### src/rtl/pmp_pkg.sv
// Shared types and constants for the PWM melody player.
// Request/response payload structs, note entry layout and default sizes.
// No dependencies.
package pmp_pkg;

  localparam int DEF_PWM_CLOCK_HZ = 16000000;
  localparam int DEF_NOTE_DEPTH   = 64;

  localparam int PERIOD_W = 24;
  localparam int HIGH_W   = 23;
  localparam int FREQ_W   = 16;
  localparam int MS_W     = 16;
  localparam int SLOT_W   = 7;

  localparam logic [2:0] FUNC_TICK  = 3'd0;
  localparam logic [2:0] FUNC_WRITE = 3'd1;
  localparam logic [2:0] FUNC_START = 3'd2;
  localparam logic [2:0] FUNC_TONE  = 3'd3;
  localparam logic [2:0] FUNC_STOP  = 3'd4;

  typedef struct packed {
    logic [2:0]        func;
    logic [5:0]        note_index;
    logic [FREQ_W-1:0] tone_freq;
    logic [MS_W-1:0]   tone_ms;
    logic [6:0]        melody_len;
  } req_t;

  typedef struct packed {
    logic [PERIOD_W-1:0] pwm_period;
    logic [HIGH_W-1:0]   pwm_high;
    logic                playing;
    logic                note_started;
  } rsp_t;

  typedef struct packed {
    logic [FREQ_W-1:0] freq;
    logic [MS_W-1:0]   ms;
  } note_t;

endpackage

### src/rtl/pmp_div.sv
// Iterative restoring divider: constant clock rate divided by a tone frequency.
// One quotient bit per cycle; uses pmp_pkg widths.
module pmp_div #(
  parameter int CLK_HZ = pmp_pkg::DEF_PWM_CLOCK_HZ
) (
  input  logic                           clk,
  input  logic                           rst,
  input  logic                           start,
  input  logic [pmp_pkg::FREQ_W-1:0]     divisor,
  output logic                           done,
  output logic [pmp_pkg::PERIOD_W-1:0]   quotient
);
  import pmp_pkg::*;

  localparam int CNT_W = $clog2(PERIOD_W + 1);
  localparam logic [PERIOD_W-1:0] DIVIDEND = PERIOD_W'(CLK_HZ);

  logic                busy;
  logic [CNT_W-1:0]    cnt;
  logic [FREQ_W-1:0]   den;
  logic [FREQ_W-1:0]   rem;
  logic [PERIOD_W-1:0] num;
  logic [FREQ_W:0]     rem_sh;
  logic [FREQ_W:0]     diff;
  logic                fits;

  assign rem_sh   = {rem, num[PERIOD_W-1]};
  assign diff     = rem_sh - {1'b0, den};
  assign fits     = rem_sh >= {1'b0, den};
  assign quotient = num;

  always_ff @(posedge clk) begin
    if (rst) begin
      busy <= 1'b0;
      done <= 1'b0;
      cnt  <= '0;
    end else begin
      done <= 1'b0;
      if (start) begin
        busy <= 1'b1;
        cnt  <= CNT_W'(PERIOD_W);
      end else if (busy) begin
        cnt <= cnt - 1'b1;
        if (cnt == CNT_W'(1)) begin
          busy <= 1'b0;
          done <= 1'b1;
        end
      end
    end
  end

  always_ff @(posedge clk) begin
    if (start) begin
      den <= divisor;
      rem <= '0;
      num <= DIVIDEND;
    end else if (busy) begin
      if (fits) begin
        rem <= diff[FREQ_W-1:0];
        num <= {num[PERIOD_W-2:0], 1'b1};
      end else begin
        rem <= rem_sh[FREQ_W-1:0];
        num <= {num[PERIOD_W-2:0], 1'b0};
      end
    end
  end

endmodule

### src/rtl/pmp_note_mem.sv
// Note table: one synchronous memory of frequency/duration pairs.
// One write port, one registered read port; uses pmp_pkg::note_t.
module pmp_note_mem #(
  parameter int DEPTH = pmp_pkg::DEF_NOTE_DEPTH,
  parameter int AW    = (DEPTH > 1) ? $clog2(DEPTH) : 1
) (
  input  logic            clk,
  input  logic            we,
  input  logic [AW-1:0]   waddr,
  input  pmp_pkg::note_t  wdata,
  input  logic            re,
  input  logic [AW-1:0]   raddr,
  output pmp_pkg::note_t  rdata
);
  import pmp_pkg::*;

  note_t mem [DEPTH];

  always_ff @(posedge clk) begin
    if (we) begin
      mem[waddr] <= wdata;
    end
    if (re) begin
      rdata <= mem[raddr];
    end
  end

endmodule

### src/rtl/pwm_melody_player.sv
// PWM melody player top level: request decode, melody sequencer, PWM setting.
// Uses pmp_pkg, pmp_note_mem (note table) and pmp_div (period divider).
//
// Usage:
//   Each request on req_data (valid/stall) carries one command: a 1 ms tick,
//   a note-table write, a melody start, a single tone or a stop. Every request
//   yields exactly one response on rsp_data: the PWM period and high time now
//   in force, whether the tone countdown is running and whether this request
//   began a stored melody note.
//   From acceptance to the response handshake, requests that touch no tone
//   (tick without expiry, note write, stop) pass only the result state. A
//   nonzero play-tone is accepted, runs 24 divider steps, has its quotient
//   taken and then loads the output. A request that takes a stored note
//   (melody start or expiring tick) also passes the note-table read first.
//   One request is in work at a time, so a new request waits for the last;
//   req_stall is high from acceptance until the response is handed to
//   the output register. The output register lets the next request in while
//   an earlier response waits.
//   Reset: countdown and melody counters clear, the output is silent
//   (period = clock / 1000, high time 0). The note table is not cleared.
//   When the receiver holds rsp_stall, the response holds and a finished
//   request waits in its last state until the output register frees.
module pwm_melody_player #(
  parameter int PWM_CLOCK_HZ = pmp_pkg::DEF_PWM_CLOCK_HZ,
  parameter int NOTE_DEPTH   = pmp_pkg::DEF_NOTE_DEPTH
) (
  input  logic          clk,
  input  logic          rst,
  input  logic          req_valid,
  output logic          req_stall,
  input  pmp_pkg::req_t req_data,
  output logic          rsp_valid,
  input  logic          rsp_stall,
  output pmp_pkg::rsp_t rsp_data
);
  import pmp_pkg::*;

  localparam int AW = (NOTE_DEPTH > 1) ? $clog2(NOTE_DEPTH) : 1;
  localparam logic [PERIOD_W-1:0] SILENT_PERIOD = PERIOD_W'(PWM_CLOCK_HZ / 1000);
  localparam logic [SLOT_W-1:0]   DEPTH_SLOTS   = SLOT_W'(NOTE_DEPTH);

  typedef enum logic [4:0] {
    S_IDLE   = 5'b00001,
    S_ADV    = 5'b00010,
    S_LOOK   = 5'b00100,
    S_DIV    = 5'b01000,
    S_RESULT = 5'b10000
  } state_t;

  state_t              state;
  logic [MS_W-1:0]     tone_left;
  logic [SLOT_W-1:0]   next_slot;
  logic [SLOT_W-1:0]   notes_left;
  logic [PERIOD_W-1:0] period_reg;
  logic [HIGH_W-1:0]   high_reg;
  logic [MS_W-1:0]     ms_hold;
  logic                started;

  logic                accept;
  logic                out_free;
  logic [SLOT_W-1:0]   len_sat;

  // note table ports
  logic                mem_we;
  logic [AW-1:0]       mem_waddr;
  note_t               mem_wdata;
  logic                mem_re;
  logic [AW-1:0]       mem_raddr;
  note_t               mem_rdata;

  // divider ports
  logic                div_start;
  logic [FREQ_W-1:0]   div_divisor;
  logic                div_done;
  logic [PERIOD_W-1:0] div_q;

  assign req_stall = (state != S_IDLE);
  assign accept    = req_valid && !req_stall;
  assign out_free  = !rsp_valid || !rsp_stall;
  assign len_sat   = (req_data.melody_len > DEPTH_SLOTS) ? DEPTH_SLOTS : req_data.melody_len;

  // Write the note table straight from the request; out-of-range slots drop.
  assign mem_we          = accept && (req_data.func == FUNC_WRITE)
                           && ({1'b0, req_data.note_index} < DEPTH_SLOTS);
  assign mem_waddr       = req_data.note_index[AW-1:0];
  assign mem_wdata.freq  = req_data.tone_freq;
  assign mem_wdata.ms    = req_data.tone_ms;

  // Read the next melody slot; a slot past the table wraps to zero.
  assign mem_re    = (state == S_ADV) && (notes_left != '0);
  assign mem_raddr = (next_slot >= DEPTH_SLOTS) ? '0 : next_slot[AW-1:0];

  // Start the divider from a play-tone request or from a fetched note.
  always_comb begin
    div_start   = 1'b0;
    div_divisor = req_data.tone_freq;
    if (accept && (req_data.func == FUNC_TONE) && (req_data.tone_freq != '0)) begin
      div_start = 1'b1;
    end else if ((state == S_LOOK) && (mem_rdata.freq != '0)) begin
      div_start   = 1'b1;
      div_divisor = mem_rdata.freq;
    end
  end

  pmp_note_mem #(
    .DEPTH (NOTE_DEPTH),
    .AW    (AW)
  ) u_note_mem (
    .clk   (clk),
    .we    (mem_we),
    .waddr (mem_waddr),
    .wdata (mem_wdata),
    .re    (mem_re),
    .raddr (mem_raddr),
    .rdata (mem_rdata)
  );

  pmp_div #(
    .CLK_HZ (PWM_CLOCK_HZ)
  ) u_div (
    .clk      (clk),
    .rst      (rst),
    .start    (div_start),
    .divisor  (div_divisor),
    .done     (div_done),
    .quotient (div_q)
  );

  // Sequencer: decode the request, fetch a note, wait for the divider, report.
  always_ff @(posedge clk) begin
    if (rst) begin
      state      <= S_IDLE;
      tone_left  <= '0;
      next_slot  <= '0;
      notes_left <= '0;
      period_reg <= SILENT_PERIOD;
      high_reg   <= '0;
      started    <= 1'b0;
    end else begin
      case (state)
        S_IDLE: begin
          if (accept) begin
            started <= 1'b0;
            state   <= S_RESULT;
            case (req_data.func)
              FUNC_TICK: begin
                if (tone_left != '0) begin
                  tone_left <= tone_left - 1'b1;
                  // countdown expires: silence and take the next note
                  if (tone_left == MS_W'(1)) begin
                    state <= S_ADV;
                  end
                end
              end
              FUNC_START: begin
                next_slot  <= '0;
                notes_left <= len_sat;
                state      <= S_ADV;
              end
              FUNC_TONE: begin
                if (req_data.tone_freq != '0) begin
                  state <= S_DIV;
                end
              end
              FUNC_STOP: begin
                period_reg <= SILENT_PERIOD;
                high_reg   <= '0;
              end
              default: begin
              end
            endcase
          end
        end
        S_ADV: begin
          period_reg <= SILENT_PERIOD;
          high_reg   <= '0;
          if (notes_left != '0) begin
            next_slot  <= next_slot + 1'b1;
            notes_left <= notes_left - 1'b1;
            state      <= S_LOOK;
          end else begin
            state <= S_RESULT;
          end
        end
        S_LOOK: begin
          // a zero-frequency note is consumed and halts the melody
          if (mem_rdata.freq != '0) begin
            started <= 1'b1;
            state   <= S_DIV;
          end else begin
            state <= S_RESULT;
          end
        end
        S_DIV: begin
          if (div_done) begin
            period_reg <= div_q;
            high_reg   <= div_q[PERIOD_W-1:1];
            tone_left  <= ms_hold;
            state      <= S_RESULT;
          end
        end
        S_RESULT: begin
          if (out_free) begin
            state <= S_IDLE;
          end
        end
        default: begin
          state <= S_IDLE;
        end
      endcase
    end
  end

  // Hold the duration that goes with the pending divide.
  always_ff @(posedge clk) begin
    if (accept) begin
      ms_hold <= req_data.tone_ms;
    end else if (state == S_LOOK) begin
      ms_hold <= mem_rdata.ms;
    end
  end

  // Output register: load the response when free, drop it once taken.
  always_ff @(posedge clk) begin
    if (rst) begin
      rsp_valid <= 1'b0;
    end else if ((state == S_RESULT) && out_free) begin
      rsp_valid <= 1'b1;
    end else if (rsp_valid && !rsp_stall) begin
      rsp_valid <= 1'b0;
    end
  end

  always_ff @(posedge clk) begin
    if ((state == S_RESULT) && out_free) begin
      rsp_data.pwm_period   <= period_reg;
      rsp_data.pwm_high     <= high_reg;
      rsp_data.playing      <= (tone_left != '0);
      rsp_data.note_started <= started;
    end
  end

  // High time is either silent or exactly half the period.
  a_high_half : assert property (@(posedge clk) disable iff (rst)
    (high_reg == '0) || (high_reg == period_reg[PERIOD_W-1:1]))
    else $error("PWM high time is not half the period");

  // The melody never runs past the end of the note table.
  a_slot_bound : assert property (@(posedge clk) disable iff (rst)
    ({1'b0, next_slot} + {1'b0, notes_left}) <= {1'b0, DEPTH_SLOTS})
    else $error("melody slot range exceeds note table");

  // A divider result only arrives while the sequencer waits for it.
  a_div_done : assert property (@(posedge clk) disable iff (rst)
    div_done |-> (state == S_DIV))
    else $error("divider finished outside the divide state");

  // An accepted request always leaves idle on the next cycle.
  a_leave_idle : assert property (@(posedge clk) disable iff (rst)
    accept |=> (state != S_IDLE))
    else $error("accepted request did not start processing");

endmodule
### config.mk
export PLATFORM = sky130hd
export DESIGN_NAME = pwm_melody_player
export DESIGN_NICKNAME = d
export VERILOG_FILES = /design/src/rtl/pmp_pkg.sv /design/src/rtl/pmp_div.sv /design/src/rtl/pmp_note_mem.sv /design/src/rtl/pwm_melody_player.sv
export SDC_FILE = /design/constraint.sdc
export NUM_CORES = 2
export LEC_CHECK = 0
export ABC_AREA = 0
export BUFFER_PORTS_ARGS = -buffer_cell sky130_fd_sc_hd__buf_4
export CELL_PAD_IN_SITES_DETAIL_PLACEMENT = 0
export CELL_PAD_IN_SITES_GLOBAL_PLACEMENT = 1
export CORE_MARGIN = 4
export CORE_UTILIZATION = 40
export DETAILED_ROUTE_END_ITERATION = 6
export PLACE_DENSITY_LB_ADDON = 0.1
export SYNTH_ARGS = -nofsm -noshare
export SYNTH_HDL_FRONTEND = slang
export SYNTH_SLANG_ARGS = --single-unit
### constraint.sdc
create_clock -name clk -period 5.2 [get_ports clk]
set_clock_uncertainty 0.05 [all_clocks]
set_input_delay 0.26 -clock clk [delete_from_list [all_inputs] [get_ports clk]]
set_output_delay 0.26 -clock clk [all_outputs]
set_load 0.05 [all_outputs]
Word-level counts from Yosys, hierarchy flattened
Memory sizes are Yosys's and may differ from the RTL's. A register that Yosys moved wholly into a read port is not among the register bits.
Index checks and enable logic that the tools add are counted.
Widths: inputs -> output; s select.

operators by class
  bitwise logic cells = 1
  $add $sub $neg = 5
  reductions and logical operators = 31
  order comparisons = 3
  multiplexer cells = 54
  equal/unequal tests = 21

operator list
  cell                   number
  $mux 16                9
  $mux 24                3
  $pmux 24 s3            1
  $mux 23                3
  $pmux 23 s3            1
  $mux 5                 10
  $mux 7                 7
  $reduce_bool 16->1     3
  $pmux 16 s2            1
  $pmux 7 s2             2
  $pmux 5 s5             1
  $ge 17x16->1           1
  $eq 16x1->1 const B    1
  $sub 16x1->16 const B  1
  $sub 16x16->16         1
  $pmux 5 s3             1
  $mux 1                 13
  $ne 2x1->1 const B     6
  $reduce_bool 2->1      6
  $eq 5x1->1 const B     2
  $logic_and 1x1->1      8
  $reduce_and 4->1       2
  $add 7x1->7 const B    1
  $ge 7x7->1 const B     1
  24 further kinds       30

word-level totals
  memories kept = 1
  input port bits = 52
  memory bits (writable) = 2,048
  bits in registers = 212
  logic and storage cells = 136

memory list
  name            depth  width  rd ports  clocked after Yosys merged registers in  write ports  RTL line            RTL
  u_note_mem.mem  64     32     1         1                                        1            pmp_note_mem.sv:17  note_t mem [DEPTH];

Depth between registers and ports, before layout
  depth in word-level cells = 7
  mapped depth = 12

Hierarchy
From an unflattened synthesis, not the netlist that was laid out.

second synthesis, totals
  cell total of the unflattened synthesis = 4,256
  area, all modules = 87,787.9 µm²

by module, submodules not included
  module             instances  area an instance (µm²)  cells each  seq. area each (µm²)
  pmp_note_mem       1          78,833.1                3,324       62,459.9
  pwm_melody_player  1          5,595.4                 592         2,782.7
  pmp_div            1          3,359.5                 340         1,421.4

Worst setup path after synthesis
OpenSTA, ideal clock, no wires.

  path kind = reg-to-reg
  from = register state[1]
  to = memory u_note_mem.mem[30][0] (netlist bit), enable pin
  buffers on the path = 0
  arrival time = 2.857 ns
  stages on the path, launching flop included = 6
  slack = 1.871 ns
  cells stage by stage = dfxtp_1 > nor3_4 > nand3_2 > nor4_1 > nand3_1 > nor2_1

on the way
  longest elaborated chain between the ends = 6

RTL lines
  what                          RTL line                  RTL
  start: declaration            pwm_melody_player.sv:50   state_t state;
  start signal: assignment      pwm_melody_player.sv:132  state <= S_IDLE;
  start signal: assignment      pwm_melody_player.sv:144  state <= S_RESULT;
  start signal: assignment      pwm_melody_player.sv:151  state <= S_ADV;
  $ne 5x1->1                    pwm_melody_player.sv:77   assign req_stall = (state != S_IDLE);
  $logic_not 1->1               pwm_melody_player.sv:78   assign accept = req_valid && !req_stall;
  $logic_and 1x1->1             pwm_melody_player.sv:78
  $logic_and 1x1->1             pwm_melody_player.sv:83   assign mem_we = accept && (req_data.func == FUNC_WRITE)
  $mux 1                        pmp_note_mem.sv:20        if (we) begin
  $mux 1 (implied by the code)  pmp_note_mem.sv:21        mem[waddr] <= wdata;
  end: declaration              pmp_note_mem.sv:17

Every way passes these cells.

Worst setup path in the final report
  from = register next_slot[2]
  to = register, netlist name u_note_mem.rdata[6]

on the way
  longest elaborated chain between the ends = 2

RTL lines
  what                      RTL line                  RTL
  start: declaration        pwm_melody_player.sv:52   logic [SLOT_W-1:0] next_slot;
  start signal: assignment  pwm_melody_player.sv:178  next_slot <= next_slot + 1'b1;
  $ge 7x7->1                pwm_melody_player.sv:91   assign mem_raddr = (next_slot >= DEPTH_SLOTS) ? '0 : next_slot[AW-1:0];
  $mux 6 *                  pwm_melody_player.sv:91

Every way passes the cells marked *; elsewhere a longest branch is shown, timed or not.
A chain may end at the register's enable or synchronous reset.

==> key figures <==
Routing
  • Pre-Repair DR Iteration Count: 7
  • Number of DRC markers in iteration 0: ~5400
  • Routed vias/inst: 5.86
  • Via count: 52000
  • Antenna viol nets, final: 0
  • DRC viols: 0
  • DRT Wirelength: 289000 um
  • Drt wl/cell: ~33 um

Final layout
  • Fill cell count: 19200
  • Largest regs: u_note_mem.mem x2048, rsp_data x32, u_note_mem.rdata x32
  • Area grow syn2layout: 15.1%
  • Final Util: between 40% and 50%
  • Register name with the most flops: u_note_mem.mem
  • Layout cell share with drive strength beyond 1: 15.6%
  • Nets: about 5800
  • Largest register FFs: a little over 2000

Logic synthesis
  • Area contributors post-synth: edfxtp_1, mux2i_1, o221ai_1
  • Yosys top cell area share: 72.5%
  • Synth cell types: 88
  • Seq/Total Area, Yosys: 75.1%
  • Synth Area in Simple Gates: 3.93%
  • EDFF count, synth: 2144
  • Synthesized netlist cell count: 5475
  • Post-synthesis compound-gate area fraction: 10.7%
  • Ys Warns: 0
  • Area leader, netlist: edfxtp_1
  • Synth Area in XOR/XNOR: 0.177%
  • Mux contribution to synthesized area: approximately 7.5%
  • Adder-Cell Fraction of Synth Area: 0.347%
  • Mapped Area: 88800 sq um
  • Largest family of logic cells by synthesized area: compound AO/OA/AOI/OAI gates
  • Main synth FF type: edfxtp_1
  • Flops & latches, synth: 2258
  • Mapped Avg Cell Area: 16.2 sq um
  • Syn_nets: 5551
  • Ys async rst share: 0%

STA
  • Slew Limit Headroom: under 10%
  • Fmax: 226 MHz
  • Setup-failing EPs final: 0
  • RSZ-0062 raised after global routing: no
  • TNS Setup: 0 ps
  • Tcrit/Tclk final: 84.9%
  • Tmin final: 4420 ps
  • Slew Viols, Final: 0
  • Endpoints failing hold: 0
  • Worst-Margin Slew: 1370 ps

Floorplanning
  • Starting Density: 40.3%
  • # IOs: 103
  • Die area: 230000 sq um
  • Chip height: 479 um
  • Row cnt: 172
  • Die Wd: 479 um
  • Core footprint: approximately 220000 sq um

Clock tree
  • Post_cts resized: 0
  • TritonCTS clock tree: built
  • Clock Root Buffer: clkbuf_16
  • Num CTS Buffers: 235
  • Worst-path clk slew: 60 ps
  • Hold buffer count at CTS: 45
  • Max H-tree Level: 4
  • Clk sink count: 2258
  • Setup Buffers After CTS: 0
  • Clk_lat worst skew: slightly below 900 ps
  • CTS Buffer Depth: 3

Power and ir drop
  • Power Total: roughly 0.038 W
  • Pleak: 30.7 nW
  • Peak VDD IR: roughly 0.32 mV
  • Pwr dens: 370 nW/um^2

Setup path
  • R2r startpoint: next_slot[2]
  • Critical-path maximum fanout: 23
  • Req. time, crit path: 5700 ps
  • Cell count of the worst reg-to-reg path: 10
  • Critical path launch point: next_slot[2]
  • Critical Path Sink Type: register
  • Worst setup SP type: register
  • Crit path kind: register to register
  • Reg2Reg Setup Slack: ~780 ps
  • Worst EP arrival: around 5000 ps
  • R2R Path End: u_note_mem.rdata[6]

Global routing
  • Largest net degree at the start of global routing: ~120
  • Tot GR Track Use: 24.7%
  • Wire length of the first global-routing pass: 404000 um
  • Initial antenna violation count: 22
  • Vias in the first global route: just over 50000
  • Overflow after GRT: 0

Min path
  • Sink of the worst hold path: u_note_mem.mem[54][13]
  • Hold Crit Depth: 1
  • Worst hold path class: input port to register
  • Worst min-delay path startpoint: req_data[20]

Place
  • PortBufs: 102
  • RePlAce Congestion: 0.840
  • Post-DP HPWL: 168000 um

Job
  • Max-Cap Viols: 0

Outcome
  • Status: finished clean
-- cell families (layout without fill, tap and decap cells) --
| logic type | count (synthesis) | after routing |
|---|---|---|
| muxes | 562 | 562 |
| xor gates and xnor gates | 18 | 18 |
| adders and majority gates | 24 | 24 |
| and+or+nand+nor | 773 | 773 |
| buffers and inverters | 443 | 861 |
| AOI/OAI and AO/OA | 1397 | 1397 |
| DFF | 2258 | 2258 |
| other | 0 | 16 |
-- cells in the final DEF (no fill, tap or decap), drive strengths merged, types with 8 or more instances in the layout --
cell / synthesis / layout
edfxtp: 2144 / 2144
mux2i: 425 / 425
o21ai: 355 / 355
buf: 191 / 344
nor2: 299 / 299
clkbuf: 217 / 297
o221ai: 274 / 274
nand2: 244 / 244
a21oi: 198 / 198
a211oi: 114 / 114
dfxtp: 114 / 114
clkinv: 1 / 113
o22ai: 107 / 107
a22oi: 84 / 84
mux4: 80 / 80
o211ai: 74 / 74
a221oi: 59 / 59
mux2: 57 / 57
nand3: 53 / 53
nor2b: 46 / 46
dlygate4sd3: 0 / 45
inv: 34 / 40
nor3: 39 / 39
a31oi: 30 / 30
a2111oi: 25 / 25
ha: 23 / 23
nor4: 20 / 20
bufinv: 0 / 18
diode: 0 / 16
a311oi: 16 / 16
xnor2: 14 / 14
nand2b: 14 / 14
o21bai: 11 / 11
nand4: 10 / 10
or3: 9 / 9
o21a: 8 / 8
-- critical path, cell delays in order, from the launching register on --
cell	delay (ps)
dfxtp_4	420
buf_4	360
nor2b_4	600
buf_12	280
buf_4	280
buf_4	190
mux4_2	300
o21ai_0	160
a22oi_1	180
a211oi_1	1160
a31oi_1	60
-- cells in the mapped netlist (all sizes together) (30+ instances only) --
master / n
edfxtp: 2144
mux2i: 425
o21ai: 355
nor2: 299
o221ai: 274
nand2: 244
clkbuf: 217
a21oi: 198
buf: 191
a211oi: 114
dfxtp: 114
o22ai: 107
a22oi: 84
mux4: 80
o211ai: 74
a221oi: 59
mux2: 57
nand3: 53
nor2b: 46
nor3: 39
inv: 34
a31oi: 30
-- layout make-up --
class	instances	area [sq um]	share of cell area, %
repair buffers	389	3470	3.40
well taps	2958	3700	3.62
flip-flops and latches	2258	66700	65.2
clock inverters	140	1230	1.20
multi-input cells	2774	20800	20.3
inverters	35	139	0.136
clock buffers	297	6160	6.02
diodes	16	40.0	0.0392
-- how the worst max path moves through the flow --
stage,end
5_1_grt,u_note_mem.rdata[17]
4_1_cts,u_note_mem.rdata[4]
3_3_place_gp,u_note_mem.rdata[23]
2_1_floorplan,u_note_mem.mem[30][0]
6_report,u_note_mem.rdata[6]
3_5_place_dp,u_note_mem.rdata[4]
-- routing by layer --
metal  vias to the layer above  part of all wire (%)  global-route usage (%)
li1                      22600                     -                       -
met1                     27300                    43                    33.5
met2                      1744                    49                    40.9
met3                       361                   5.6                    3.91
met4                         4                   3.1                    7.66
met5                         -                 0.010                       0
-- report_power, final --
| part | internal [W] | switching [W] |
|---|---|---|
| clock network | 0.00923 | 0.00707 |
| registers | 0.0200 | 0.000120 |
| logic | 0.000424 | 0.000968 |
-- metrics by stage --
stage	setup WS (ps)	hold WS [ps]	instances	cell area [sq um]
2_1_floorplan	1870	309	5475	88800
3_3_place_gp	692	363	8368	94300
3_5_place_dp	809	367	8369	94300
4_1_cts	750	12.6	8851	102000
5_1_grt	636	35.9	8855	102000
6_report	783	40.5	8867	102000
(Power assumes the default switching activity.)
